[src/rtl/tpp_pkg.sv]
// Package: constants, types and digit helpers of the touch packet parser.
`timescale 1ns / 1ps
`default_nettype none

package tpp_pkg;

    localparam int PACKET_BYTES = 10;
    localparam int COUNT_W      = 4;
    localparam int ACC_W        = 14;   // four decimal digits, up to 9999
    localparam int POS_W        = 16;

    localparam logic [7:0] CH_CR      = 8'd13;
    localparam logic [7:0] CH_COMMA   = 8'd44;
    localparam logic [7:0] CH_TOUCH   = 8'd84;
    localparam logic [7:0] CH_RELEASE = 8'd82;
    localparam logic [7:0] CH_ZERO    = 8'd48;
    localparam logic [7:0] CH_NINE    = 8'd57;

    localparam logic [COUNT_W-1:0] POS_TYPE    = COUNT_W'(0);
    localparam logic [COUNT_W-1:0] POS_X_FIRST = COUNT_W'(1);
    localparam logic [COUNT_W-1:0] POS_X_LAST  = COUNT_W'(4);
    localparam logic [COUNT_W-1:0] POS_COMMA   = COUNT_W'(5);
    localparam logic [COUNT_W-1:0] POS_Y_FIRST = COUNT_W'(6);
    localparam logic [COUNT_W-1:0] POS_Y_LAST  = COUNT_W'(9);
    localparam logic [COUNT_W-1:0] COUNT_FULL  = COUNT_W'(PACKET_BYTES);

    localparam logic [POS_W-1:0] Y_ORIGIN = POS_W'(3072);

    // Byte held in the input register
    typedef struct packed {
        logic       valid;
        logic [7:0] data;
    } tpp_hold_t;

    // Payload of one result item
    typedef struct packed {
        logic                    packet_ok;
        logic [POS_W-1:0]        x_pos;
        logic signed [POS_W-1:0] y_pos;
        logic                    touched;
    } tpp_result_t;

    function automatic logic is_digit(input logic [7:0] c);
        return (c >= CH_ZERO) && (c <= CH_NINE);
    endfunction

    // acc * 10 + digit value, by shifts
    function automatic logic [ACC_W-1:0] digit_step(input logic [ACC_W-1:0] acc,
                                                   input logic [7:0] c);
        logic [ACC_W+3:0] sum;
        logic [7:0]       d;
        d   = c - CH_ZERO;
        sum = {1'b0, acc, 3'b000} + {3'b000, acc, 1'b0} + {{(ACC_W-4){1'b0}}, d};
        return sum[ACC_W-1:0];
    endfunction

endpackage

`default_nettype wire

[src/rtl/tpp_in_if.sv]
// Interface: byte channel into the parser.
`timescale 1ns / 1ps
`default_nettype none

interface tpp_in_if;
    logic       valid;
    logic       ready;
    logic [7:0] rx_byte;

    modport source (output valid, output rx_byte, input ready);
    modport sink   (input valid, input rx_byte, output ready);
endinterface

`default_nettype wire

[src/rtl/tpp_out_if.sv]
// Interface: result channel out of the parser.
`timescale 1ns / 1ps
`default_nettype none

interface tpp_out_if;
    logic               valid;
    logic               ready;
    logic               packet_ok;
    logic [15:0]        x_pos;
    logic signed [15:0] y_pos;
    logic               touched;

    modport source (output valid, output packet_ok, output x_pos, output y_pos,
                    output touched, input ready);
    modport sink   (input valid, input packet_ok, input x_pos, input y_pos,
                    input touched, output ready);
endinterface

`default_nettype wire

[src/rtl/tpp_in_stage.sv]
// Input register: holds one received byte until the accumulator takes it.
`timescale 1ns / 1ps
`default_nettype none

module tpp_in_stage (
    input  logic              clk,
    input  logic              rst_n,
    tpp_in_if.sink            bytes,
    input  logic              advance,
    output tpp_pkg::tpp_hold_t hold
);
    import tpp_pkg::*;

    logic       valid_reg;
    logic       valid_next;
    logic [7:0] data_reg;
    logic       take;

    assign bytes.ready = !valid_reg || advance;
    assign take        = bytes.valid && bytes.ready;

    always_comb
    begin
        valid_next = valid_reg;
        if (take)
        begin
            valid_next = 1'b1;
        end
        else if (advance)
        begin
            valid_next = 1'b0;
        end
    end

    always_ff @(posedge clk or negedge rst_n)
    begin
        if (!rst_n)
        begin
            valid_reg <= 1'b0;
        end
        else
        begin
            valid_reg <= valid_next;
        end
    end

    always_ff @(posedge clk)
    begin
        if (take)
        begin
            data_reg <= bytes.rx_byte;
        end
    end

    assign hold.valid = valid_reg;
    assign hold.data  = data_reg;

endmodule

`default_nettype wire

[src/rtl/tpp_accum.sv]
// Field accumulator: counts bytes, parses digits on arrival, builds the result.
`timescale 1ns / 1ps
`default_nettype none

module tpp_accum (
    input  logic                 clk,
    input  logic                 rst_n,
    input  tpp_pkg::tpp_hold_t   hold,
    input  logic                 can_load,
    output logic                 advance,
    output logic                 load,
    output tpp_pkg::tpp_result_t result
);
    import tpp_pkg::*;

    logic [COUNT_W-1:0] count_reg;
    logic [COUNT_W-1:0] count_next;
    logic [7:0]         type_reg;
    logic [7:0]         type_next;
    logic               comma_reg;
    logic               comma_next;
    logic [ACC_W-1:0]   x_acc_reg;
    logic [ACC_W-1:0]   x_acc_next;
    logic               x_run_reg;
    logic               x_run_next;
    logic [ACC_W-1:0]   y_acc_reg;
    logic [ACC_W-1:0]   y_acc_next;
    logic               y_run_reg;
    logic               y_run_next;

    logic               is_cr;
    logic               store;
    logic               ok;
    logic [POS_W-1:0]   y_times3;

    assign is_cr   = (hold.data == CH_CR);
    assign advance = hold.valid && (!is_cr || can_load);
    assign load    = advance && is_cr;
    assign store   = advance && !is_cr && (count_reg < COUNT_FULL);

    always_comb
    begin
        count_next = count_reg;
        type_next  = type_reg;
        comma_next = comma_reg;
        x_acc_next = x_acc_reg;
        x_run_next = x_run_reg;
        y_acc_next = y_acc_reg;
        y_run_next = y_run_reg;
        if (load)
        begin
            count_next = '0;
        end
        else if (store)
        begin
            count_next = count_reg + COUNT_W'(1);
            if (count_reg == POS_TYPE)
            begin
                // first byte of a packet: restart both digit fields
                type_next  = hold.data;
                x_acc_next = '0;
                x_run_next = 1'b1;
                y_acc_next = '0;
                y_run_next = 1'b1;
            end
            else if (count_reg == POS_COMMA)
            begin
                comma_next = (hold.data == CH_COMMA);
            end
            else if (count_reg >= POS_X_FIRST && count_reg <= POS_X_LAST)
            begin
                if (x_run_reg && is_digit(hold.data))
                begin
                    x_acc_next = digit_step(x_acc_reg, hold.data);
                end
                else
                begin
                    x_run_next = 1'b0;
                end
            end
            else if (count_reg >= POS_Y_FIRST && count_reg <= POS_Y_LAST)
            begin
                if (y_run_reg && is_digit(hold.data))
                begin
                    y_acc_next = digit_step(y_acc_reg, hold.data);
                end
                else
                begin
                    y_run_next = 1'b0;
                end
            end
        end
    end

    always_ff @(posedge clk or negedge rst_n)
    begin
        if (!rst_n)
        begin
            count_reg <= '0;
        end
        else
        begin
            count_reg <= count_next;
        end
    end

    always_ff @(posedge clk)
    begin
        type_reg  <= type_next;
        comma_reg <= comma_next;
        x_acc_reg <= x_acc_next;
        x_run_reg <= x_run_next;
        y_acc_reg <= y_acc_next;
        y_run_reg <= y_run_next;
    end

    assign ok = (count_reg == COUNT_FULL) && comma_reg
             && ((type_reg == CH_TOUCH) || (type_reg == CH_RELEASE));

    assign y_times3 = {1'b0, y_acc_reg, 1'b0} + {2'b00, y_acc_reg};

    always_comb
    begin
        result.packet_ok = ok;
        result.x_pos     = '0;
        result.y_pos     = '0;
        result.touched   = 1'b0;
        if (ok)
        begin
            result.x_pos   = {x_acc_reg, 2'b00};
            result.y_pos   = Y_ORIGIN - y_times3;
            result.touched = (type_reg == CH_TOUCH);
        end
    end

endmodule

`default_nettype wire

[src/rtl/tpp_result_reg.sv]
// Result register: holds one result item until the sink takes it.
`timescale 1ns / 1ps
`default_nettype none

module tpp_result_reg (
    input  logic                 clk,
    input  logic                 rst_n,
    input  logic                 load,
    input  tpp_pkg::tpp_result_t result,
    output logic                 can_load,
    tpp_out_if.source            results
);
    import tpp_pkg::*;

    logic        valid_reg;
    logic        valid_next;
    tpp_result_t data_reg;

    assign can_load = !valid_reg || results.ready;

    always_comb
    begin
        valid_next = valid_reg;
        if (load)
        begin
            valid_next = 1'b1;
        end
        else if (results.ready)
        begin
            valid_next = 1'b0;
        end
    end

    always_ff @(posedge clk or negedge rst_n)
    begin
        if (!rst_n)
        begin
            valid_reg <= 1'b0;
        end
        else
        begin
            valid_reg <= valid_next;
        end
    end

    always_ff @(posedge clk)
    begin
        if (load)
        begin
            data_reg <= result;
        end
    end

    assign results.valid     = valid_reg;
    assign results.packet_ok = data_reg.packet_ok;
    assign results.x_pos     = data_reg.x_pos;
    assign results.y_pos     = data_reg.y_pos;
    assign results.touched   = data_reg.touched;

endmodule

`default_nettype wire

[src/rtl/touch_packet_parser.sv]
// Top level: serial touchscreen packet parser.
//
//   channel   dir   payload                                   per item
//   bytes     in    rx_byte[7:0]                              one received byte
//   results   out   packet_ok, x_pos[15:0], y_pos[15:0] s,    one per carriage return
//                   touched
//
// One byte is taken every cycle while no carriage return is held up in the input
// register; digits are accumulated as each byte arrives. A carriage return is
// taken into the input register, and its result is loaded from there into the
// result register, which offers it. Reset clears the byte count and both
// valid flags. A carriage return waits in the input register while the result
// register is full and not being taken; other bytes pass on regardless.
`timescale 1ns / 1ps
`default_nettype none

module touch_packet_parser (
    input  logic       clk,
    input  logic       rst_n,
    tpp_in_if.sink     bytes,
    tpp_out_if.source  results
);
    import tpp_pkg::*;

    tpp_hold_t   hold;
    tpp_result_t result;
    logic        advance;
    logic        load;
    logic        can_load;

    tpp_in_stage u_in_stage (
        .clk     (clk),
        .rst_n   (rst_n),
        .bytes   (bytes),
        .advance (advance),
        .hold    (hold)
    );

    tpp_accum u_accum (
        .clk      (clk),
        .rst_n    (rst_n),
        .hold     (hold),
        .can_load (can_load),
        .advance  (advance),
        .load     (load),
        .result   (result)
    );

    tpp_result_reg u_result_reg (
        .clk      (clk),
        .rst_n    (rst_n),
        .load     (load),
        .result   (result),
        .can_load (can_load),
        .results  (results)
    );

endmodule

`default_nettype wire

[src/flat_wrapper.sv]
// flat-port wrapper written by rule: the top's interface ports become plain ports
module touch_packet_parser_flat import tpp_pkg::*;
  (clk, rst_n, bytes_valid, bytes_rx_byte, bytes_ready, results_valid, results_packet_ok, results_x_pos, results_y_pos, results_touched, results_ready);
  tpp_in_if bytes_i ();
  tpp_out_if results_i ();
  input  logic clk;
  input  logic rst_n;
  input wire logic [$bits(bytes_i.valid)-1:0] bytes_valid;
  input wire logic [$bits(bytes_i.rx_byte)-1:0] bytes_rx_byte;
  output wire logic [$bits(bytes_i.ready)-1:0] bytes_ready;
  output wire logic [$bits(results_i.valid)-1:0] results_valid;
  output wire logic [$bits(results_i.packet_ok)-1:0] results_packet_ok;
  output wire logic [$bits(results_i.x_pos)-1:0] results_x_pos;
  output wire logic [$bits(results_i.y_pos)-1:0] results_y_pos;
  output wire logic [$bits(results_i.touched)-1:0] results_touched;
  input wire logic [$bits(results_i.ready)-1:0] results_ready;
  assign bytes_i.valid = bytes_valid;
  assign bytes_i.rx_byte = bytes_rx_byte;
  assign bytes_ready = bytes_i.ready;
  assign results_valid = results_i.valid;
  assign results_packet_ok = results_i.packet_ok;
  assign results_x_pos = results_i.x_pos;
  assign results_y_pos = results_i.y_pos;
  assign results_touched = results_i.touched;
  assign results_i.ready = results_ready;
  touch_packet_parser u_core (.clk(clk), .rst_n(rst_n), .bytes(bytes_i), .results(results_i));
endmodule
[config.mk]
export PLATFORM = sky130hd
export DESIGN_NAME = touch_packet_parser_flat
export DESIGN_NICKNAME = d
export VERILOG_FILES = /design/src/rtl/tpp_pkg.sv /design/src/rtl/tpp_in_if.sv /design/src/rtl/tpp_out_if.sv /design/src/rtl/tpp_in_stage.sv /design/src/rtl/tpp_accum.sv /design/src/rtl/tpp_result_reg.sv /design/src/rtl/touch_packet_parser.sv /design/src/flat_wrapper.sv
export SDC_FILE = /design/constraint.sdc
export NUM_CORES = 1
export LEC_CHECK = 0
export CAP_MARGIN = 30
export CORE_ASPECT_RATIO = 0.9
export CORE_MARGIN = 1
export CORE_UTILIZATION = 46
export DETAILED_ROUTE_END_ITERATION = 10
export DONT_BUFFER_PORTS = 1
export GPL_TIMING_DRIVEN = 0
export PLACE_DENSITY = 0.7
export SETUP_SLACK_MARGIN = 0.05
export SYNTH_ARGS = -nofsm -noshare
export SYNTH_HDL_FRONTEND = slang
export SYNTH_SLANG_ARGS = --single-unit
[constraint.sdc]
create_clock -name clk -period 5 [get_ports clk]
set_input_delay 0.75 -clock clk [delete_from_list [all_inputs] [get_ports clk]]
set_output_delay 0.75 -clock clk [all_outputs]
set_load 0.02 [all_outputs]
==> flow_summary.yaml, run 1 <==
logic_synthesis:
  synth_edf_count: 79
  yosysWarnings: 0
  netlist.area_leader.share_pct: 42.3
  synth_seq_cells: 85
  yosys-top-cells-area: "edfxtp_1, ha_1, fa_1, and2_1, a21oi_1"
  synth_top_cell_by_area: "edfxtp_1"
  synth_cells: 496
  synth.avg_cell_area_um2: 11.3
  syn_area_mm2: 0.00561
  synth_seq_area_share_pct: 45.0
  synth_cell_types: 56
  synth_ff_type: "edfxtp_1"
  synth-async-reset-ratio_pct: 7.06
die:
  io_pins: 48
  die_h_um: 107
  initial_utilization_pct: 48.1
  fp.dieArea_mm2: 0.0126
  die_w_um: 118
  fp-row-count: 37
  core_area_mm2: 0.0117
final_layout:
  mostFrequentLayoutCell: "edfxtp_1"
  area_growth_pct: 9.82
  largest_reg_flops: 16
  drive_above_1_share_pct: 5.83
  mostFrequentLayoutCells: "edfxtp_1, ha_1, inv_1, nor2_1, a21oi_1"
  antenna_cells: 0
  nets: 605
  fill_cells: 1026
  fin_util_pct: 52.8
  final_area_mm2: 0.00616
timing:
  maxSlewViolCount: 0
  setup_tns_ns: 0
  rsz0062_at_grt: "no"
  fin_crit_sh_pct: 62.8
  max_clock_freq_mhz: 319
  clock_skew_ns: 0.00997
  worstMarginPinSlew_ns: 0.732
  finalHoldViolCount: 0
  fin_crit_ns: 3.14
  slew_headroom_pct: 51.2
  finalSetupViolations: 0
clock_tree:
  clkSinkCount: 85
  cts_setup_buffers: 0
  root_buffer: "clkbuf_16"
  numCtsBuffers: 9
  cts_tree: "built"
  ctsHtreeMaxLevel: 3
  clk_latency_ns: 0.35
  cts_resized: 0
  path_clk_slew_ns: 0.06
  ctsHoldBuffers: 0
  cts_buffer_depth: 2
global_route:
  antenna_found_initial: 0
  grt_max_degree: 33
  grt_pass1_vias: 3669
  grtUsageTotal_pct: 18.0
  grt_first_pass_wirelength_um: 17600
  gr-total-overflow: 0
pwr:
  peakVddDrop_mv: 0.295
  power_density_mw_per_mm2: 331
  leakage_nw: 2.42
worst_setup_path:
  crit_type: "flop to flop"
  critPathLaunchType: "flop"
  cp.arrival_ns: 3.22
  cp_max_fo: 5
  critPathCaptureType: "flop"
  required_ns: 5.08
route:
  routed_via_density: 5.60
  route.antenna.remaining_nets: 0
  first_iter_violations: 376
  wl_um: 10300
  firstDrtPassIters: 4
  routedWlPerCell_um: 15.4
  drc: 0
  vias: 3755
place:
  gp_congestion: 0.876
  hpwl_um: 7870
  place_area_mm2: 0.00585
  port_buffers: 0
hold_path:
  holdCritPathClass: "input pin to asynchronous set/reset pin"
job:
  drv_cap: 0
run_status:
  status: "complete, no violations"
worst max-delay path: stages, from the launching register on:
cell      delay [ns]
edfxtp_1        0.46
inv_1           0.21
ha_1            0.32
fa_1            0.45
ha_1            0.37
a21o_1          0.20
a21oi_1         0.18
a21oi_1         0.16
a221oi_1        0.40
mux2i_1         0.13
layout make-up:
| class | instances | area, um^2 | share of cell area [%] |
|---|---|---|---|
| clock buffers | 12 | 236 | 3.84 |
| repair buffers | 2 | 31.3 | 0.508 |
| multi-input cells | 365 | 2880 | 46.8 |
| well taps | 156 | 195 | 3.17 |
| inverters | 36 | 138 | 2.23 |
| clock inverters | 4 | 72.6 | 1.18 |
| flip-flops and latches | 85 | 2520 | 41.0 |
| plain buffers | 11 | 78.8 | 1.28 |
through the flow:
stage	worst slack (ns)	power (mW)	std cells	hold WS (ns)
2_1_floorplan	1.75	1.24	497	0.454
3_3_place_gp	0.852	1.33	653	0.455
3_5_place_dp	1.92	1.35	655	0.455
4_1_cts	1.90	2.05	671	0.0826
5_1_grt	1.70	2.14	671	0.0777
6_report	1.86	2.04	671	0.0988
synth_stat cells, drive strengths merged, types with 4 or more instances:
cell type	number
edfxtp	79
ha	71
inv	36
nor2	33
a21oi	31
and2	27
nor3	20
o21ai	17
nand2	15
a21o	14
o21a	13
fa	12
xnor2	11
nand3	10
xor2	10
a211oi	8
nand4	7
nor2b	7
and3	6
buf	6
dfrtp	6
clkbuf	5
nand2b	5
a21boi	4
o211ai	4
or3	4
where the power goes:
| part | internal [mW] | leakage (nW) | switching (mW) |
|---|---|---|---|
| clock network | 0.437 | 0.147 | 0.263 |
| registers | 0.836 | 0.731 | 0.0430 |
| logic | 0.197 | 1.54 | 0.263 |
cells by family (layout without fill, tap and decap cells):
kind of cell	after synthesis	in the layout	share of synthesized area (%)
AND/OR/NAND/NOR	145	145	13.9
AO/OA/AOI/OAI	110	110	13.0
flip-flops	85	85	45.0
adder cells (fa/ha/maj)	83	83	20.1
buffers and inverters	47	65	3.86
XOR/XNOR	21	21	3.28
multiplexers	4	4	0.759
other	1	2	0.0669
metal layers:
metal / vias to the layer above / wire length, um / GRT usage (%)
met2: 88 / 4800 / 29.5
met4: 0 / 122 / 6.42
met3: 10 / 413 / 4.15
met5: - / 0 / 0
met1: 1800 / 4980 / 23.4
li1: 1857 / - / -
final timing paths:
| kind | startpoint | to | slack [ns] | cells after the start |
|---|---|---|---|---|
| worst max-delay path | u_core.u_in_stage.data_reg[4] | u_core.u_accum.x_acc_reg[13] | 1.86 | 9 |
| worst min-delay path | rst_n | u_core.u_accum.count_reg[0] | 0.1 | 0 |
| worst max register to register | u_core.u_in_stage.data_reg[4] | u_core.u_accum.x_acc_reg[13] | 1.86 | 9 |
| worst min register to register | u_core.u_accum.x_acc_reg[13] | u_core.u_result_reg.results.x_pos[15] | 0.53 | 1 |
| max in group asynchronous | rst_n | u_core.u_accum.count_reg[1] | 4.83 | 0 |
| min in group clk | bytes_rx_byte[3] | u_core.u_in_stage.data_reg[3] | 0.50 | 0 |
Power figures use the tool's default switching activity.
==> run 2: changes to the inputs <==
clock period = 3.15 ns   (was 5 ns; I/O delays follow)
==> flow_summary.yaml, run 2 (synthesized netlist as in run 1, its figures left out) <==
run_status:
  status: "complete, no violations"
die:
  die_w_um: 118
  die_h_um: 107
  fp.dieArea_mm2: 0.0126
  initial_utilization_pct: 48.1
  fp-row-count: 37
  core_area_mm2: 0.0117
  io_pins: 48
clock_tree:
  cts_tree: "built"
  numCtsBuffers: 9
  cts_setup_buffers: 0
  ctsHtreeMaxLevel: 3
  path_clk_slew_ns: 0.06
  clk_latency_ns: 0.35
  cts_buffer_depth: 2
  root_buffer: "clkbuf_16"
  clkSinkCount: 85
route:
  routedWlPerCell_um: 15.5
  routed_via_density: 5.58
  drc: 0
  vias: 3749
  firstDrtPassIters: 5
  first_iter_violations: 247
  route.antenna.remaining_nets: 0
  wl_um: 10400
pwr:
  netSwitchingPower_uw: 936
  power_density_mw_per_mm2: 516
  power.internal_mw: 2.26
  swShare_pct: 29.3
  peakVddDrop_mv: 0.334
  combinationalPowerShare_pct: 23.5
  leakage_nw: 2.43
  sequentialPowerShare_pct: 43.7
  clkPwrFrac_pct: 32.8
worst_setup_path:
  regToRegEndpoint: "u_core.u_accum.y_acc_reg[11]"
  critPathLaunchType: "flop"
  cp_max_fo: 5
  rrSetupSlack_ns: 0.16
  cp.arrival_ns: 3.09
  rr_startpoint: "u_core.u_in_stage.data_reg[5]"
  r2r_cells: 9
  crit_type: "flop to flop"
  critPathCaptureType: "flop"
  required_ns: 3.25
job:
  drv_cap: 0
hold_path:
  holdCritPathClass: "input pin to flop"
  hold_path_depth: 0
  min_to: "u_core.u_in_stage.data_reg[3]"
  hp-start: "bytes_rx_byte[3]"
global_route:
  gr-total-overflow: 0
  grtUsageTotal_pct: 17.7
  antenna_found_initial: 0
  grt_max_degree: 33
  grt_first_pass_wirelength_um: 17200
  grt_pass1_vias: 3581
timing:
  rsz0062_at_grt: "yes"
  slew_headroom_pct: 54.0
  worstMarginPinSlew_ns: 0.690
  max_clock_freq_mhz: 335
  clock_skew_ns: 0.00782
  fin_crit_ns: 2.99
  fin_crit_sh_pct: 94.8
  setup_ws_ns: 0.165
  hold_slack_ns: 0.219
  maxSlewViolCount: 0
  finalHoldViolCount: 0
  finalSetupViolations: 0
  setup_tns_ns: 0
place:
  hpwl_um: 7800
  post-place-ws_ns: 0.00729
  port_buffers: 0
  dp_cells: 655
  gp_congestion: 0.843
final_layout:
  drive_above_1_share_pct: 7.75
  area_growth_pct: 10.5
  mostFrequentLayoutCell: "edfxtp_1"
  nets: 606
  mostFrequentLayoutCells: "edfxtp_1, ha_1, inv_1, nor2_1"
  finalNonFillerCells: 672
  antenna_cells: 0
  fill_cells: 1030
  largest_reg_flops: 16
[run 2: power by group through the flow]
stage	clock network [mW]	logic [mW]	registers (mW)
floorplan	0	0.578	1.40
global placement	0	0.694	1.42
detailed placement	0	0.721	1.42
CTS	1.07	0.736	1.40
global route	1.11	0.846	1.41
finish	1.05	0.751	1.40
[run 2: per-stage QoR]
stage,utilization [%],power (mW),area (um^2)
2_1_floorplan,-,1.98,5620
3_3_place_gp,49.8,2.11,5810
3_5_place_dp,50.1,2.14,5850
4_1_cts,52.8,3.20,6160
5_1_grt,53.1,3.36,6200
6_report,53.1,3.19,6200
[run 2: worst max-delay path: stages, from the launching register on]
cell      delay (ns)
edfxtp_1        0.48
ha_1            0.28
xnor2_2         0.25
fa_1            0.50
ha_4            0.32
nand3_1         0.07
o211ai_1        0.37
and4_1          0.27
o21ai_0         0.07
nor3b_1         0.14
[run 2: worst max path at each step]
stage	start	end	slack, ns	cells after the start
2_1_floorplan	u_core.u_in_stage.data_reg[4]	u_core.u_accum.x_acc_reg[11]	0.40	9
3_3_place_gp	u_core.u_in_stage.data_reg[5]	u_core.u_accum.y_acc_reg[11]	0.06	9
3_5_place_dp	u_core.u_in_stage.data_reg[4]	u_core.u_accum.x_acc_reg[11]	0.007	9
4_1_cts	u_core.u_in_stage.data_reg[5]	u_core.u_accum.y_acc_reg[11]	0.06	9
5_1_grt	u_core.u_in_stage.data_reg[5]	u_core.u_accum.y_acc_reg[11]	0.04	9
6_report	u_core.u_in_stage.data_reg[5]	u_core.u_accum.y_acc_reg[11]	0.16	9
[run 2: area by class of cell]
type	instances	area [um^2]	share of cell area [%]
multi-input combinational	365	2930	47.3
timing repair buffer	3	41.3	0.666
sequential	85	2520	40.7
buffer	11	78.8	1.27
clock buffer	9	225	3.63
tap	156	195	3.15
inverter	36	138	2.22
clock inverter	7	66.3	1.07
[run 2: per-layer routing]
metal / track usage [%] / routed length, um / vias up
met1: 22.0 / 4860 / 1792
met2: 29.9 / 4930 / 91
met5: 0 / 0 / -
li1: - / - / 1855
met4: 5.88 / 129 / 0
met3: 4.79 / 499 / 11
[run 2: repair_timing]
item / in CTS / in global routing
resized for setup: 2 / 6
endpoints found under the setup margin: 2 / 7
endpoints found under the hold margin: 6 / 0
pin swaps: 0 / 2
cloned: 0 / 0
hold buffers: 1 / 0
==> run 3: changes to the inputs <==
PLACE_DENSITY = 0.62   (was 0.7)
==> flow_summary.yaml, run 3 (synthesized netlist as in run 1, its figures left out) <==
place:
  port_buffers: 0
  gp_congestion: 0.837
  hpwl_um: 7880
worst_setup_path:
  regToRegEndpoint: "u_core.u_accum.x_acc_reg[13]"
  cp_max_fo: 5
  r2r_cells: 9
  required_ns: 3.24
  slowest_delay_ns: 0.46
  path_cells: "inv_2 > ha_1 > fa_1 > ha_1 > a21o_1 > a21oi_1 > a21oi_1 > a221oi_1 > mux2i_1"
  rr_startpoint: "u_core.u_in_stage.data_reg[4]"
  crit_buf_inv: 1
  cp.arrival_ns: 3.09
  rrSetupSlack_ns: 0.14
  cp-startpoint: "u_core.u_in_stage.data_reg[4]"
  critPathCaptureType: "flop"
  cp_num_cells: 9
  critPathCapture: "u_core.u_accum.x_acc_reg[13]"
  crit_type: "flop to flop"
  critPathLaunchType: "flop"
  crit_family: "adder cells"
  crit_slowest_cell: "edfxtp_1"
final_layout:
  ff_latch_area_mm2: 0.00252
  mostFrequentLayoutCells: "edfxtp_1, ha_1, inv_1, nor2_1, a21oi_1"
  antenna_cells: 0
  multi_input_area_mm2: 0.00292
  nets: 607
  area_growth_pct: 10.8
  fill_cells: 1056
  drive_above_1_share_pct: 7.35
  largest_reg_flops: 16
  mostFrequentLayoutCell: "edfxtp_1"
run_status:
  status: "complete, no violations"
hold_path:
  hold_path_depth: 0
  holdCritPathClass: "input pin to flop"
global_route:
  gr-total-overflow: 0
  grt_pass1_vias: 3630
  grt_max_degree: 32
  grt_first_pass_wirelength_um: 17400
  antenna_found_initial: 0
  grtUsageTotal_pct: 17.8
die:
  fp.dieArea_mm2: 0.0126
  die_w_um: 118
  io_pins: 48
  core_area_mm2: 0.0117
  die_h_um: 107
  fp-row-count: 37
  initial_utilization_pct: 48.1
clock_tree:
  clk_latency_ns: 0.34
  cts_buffer_depth: 2
  path_clk_slew_ns: 0.06
  ctsHtreeMaxLevel: 3
  root_buffer: "clkbuf_16"
  clkSinkCount: 85
  cts_tree: "built"
  numCtsBuffers: 9
timing:
  setup_tns_ns: 0
  worstMarginPinSlew_ns: 0.720
  fin_crit_sh_pct: 95.5
  hold_slack_ns: 0.225
  finalSetupViolations: 0
  clock_skew_ns: 0.00915
  maxSlewViolCount: 0
  finalHoldViolCount: 0
  max_clock_freq_mhz: 333
  fin_crit_ns: 3.01
  rsz0062_at_grt: "yes"
  slew_headroom_pct: 52.0
pwr:
  power.internal_mw: 2.34
  peakVddDrop_mv: 0.299
  power_density_mw_per_mm2: 525
  combinationalPowerShare_pct: 22.9
  swShare_pct: 28.2
  clkPwrFrac_pct: 34.3
  netSwitchingPower_uw: 919
  leakage_nw: 2.44
  sequentialPowerShare_pct: 42.8
route:
  firstDrtPassIters: 4
  routed_via_density: 5.53
  route.antenna.remaining_nets: 0
  routedWlPerCell_um: 15.5
  vias: 3720
  drc: 0
  first_iter_violations: 178
  wl_um: 10400
job:
  drv_cap: 0
run 3: repair_timing:
item	CTS	global route
hold endpoints to repair	6	0
setup endpoints to repair	0	13
buffers inserted	0	1
gates resized for setup	0	6
hold buffers	1	0
run 3: how the worst min path moves through the flow:
stage                                 from  slack [ns]                                end
after floorplan                      rst_n        0.18        u_core.u_accum.count_reg[0]
after global placement               rst_n        0.18  u_core.u_result_reg.results.valid
after detailed placement             rst_n        0.18  u_core.u_result_reg.results.valid
after CTS                 bytes_rx_byte[1]        0.21      u_core.u_in_stage.data_reg[1]
after global routing      bytes_rx_byte[0]        0.21      u_core.u_in_stage.data_reg[0]
final                     bytes_rx_byte[3]        0.23      u_core.u_in_stage.data_reg[3]
run 3: per-stage QoR:
| stage | cell area (um^2) | setup WS, ns | total power, mW | utilization, % | std cells |
|---|---|---|---|---|---|
| 6_report | 6220 | 0.143 | 3.26 | 53.3 | 673 |
| 5_1_grt | 6220 | 0.0233 | 3.44 | 53.3 | 673 |
| 4_1_cts | 6170 | 0.0622 | 3.27 | 52.9 | 672 |
| 3_5_place_dp | 5850 | 0.0812 | 2.14 | 50.1 | 655 |
| 3_3_place_gp | 5810 | 0.0559 | 2.11 | 49.8 | 653 |
| 2_1_floorplan | 5620 | 0.399 | 1.98 | - | 497 |
run 3: area by class of cell:
type	instances	area share, %
sequential	85	40.6
clock inverter	6	1.39
multi-input combinational	365	47.0
timing repair buffer	4	0.725
clock buffer	10	3.68
inverter	36	2.21
buffer	11	1.27
tap	156	3.14
run 3: worst register-to-register path, cell delays in order, from the launching register on:
cell      delay [ns]
edfxtp_1        0.46
inv_2           0.15
ha_1            0.29
fa_1            0.46
ha_1            0.37
a21o_1          0.20
a21oi_1         0.19
a21oi_1         0.18
a221oi_1        0.34
mux2i_1         0.12
run 3: routing by layer:
| layer | part of all wire [%] | vias up | GRT usage, % | routed length [um] |
|---|---|---|---|---|
| li1 | - | 1853 | - | - |
| met1 | 49 | 1785 | 23.5 | 5140 |
| met2 | 46 | 71 | 29.2 | 4850 |
| met3 | 3.1 | 11 | 3.72 | 328 |
| met4 | 1.2 | 0 | 6.60 | 126 |
| met5 | 0 | - | 0 | 0 |
run 3: power by group through the flow:
stage	Combinational, mW	Clock (mW)	Sequential [mW]
after floorplan	0.578	0	1.40
after global placement	0.697	0	1.42
after detailed placement	0.719	0	1.42
after CTS	0.733	1.15	1.40
after global routing	0.844	1.19	1.41
final	0.747	1.12	1.40
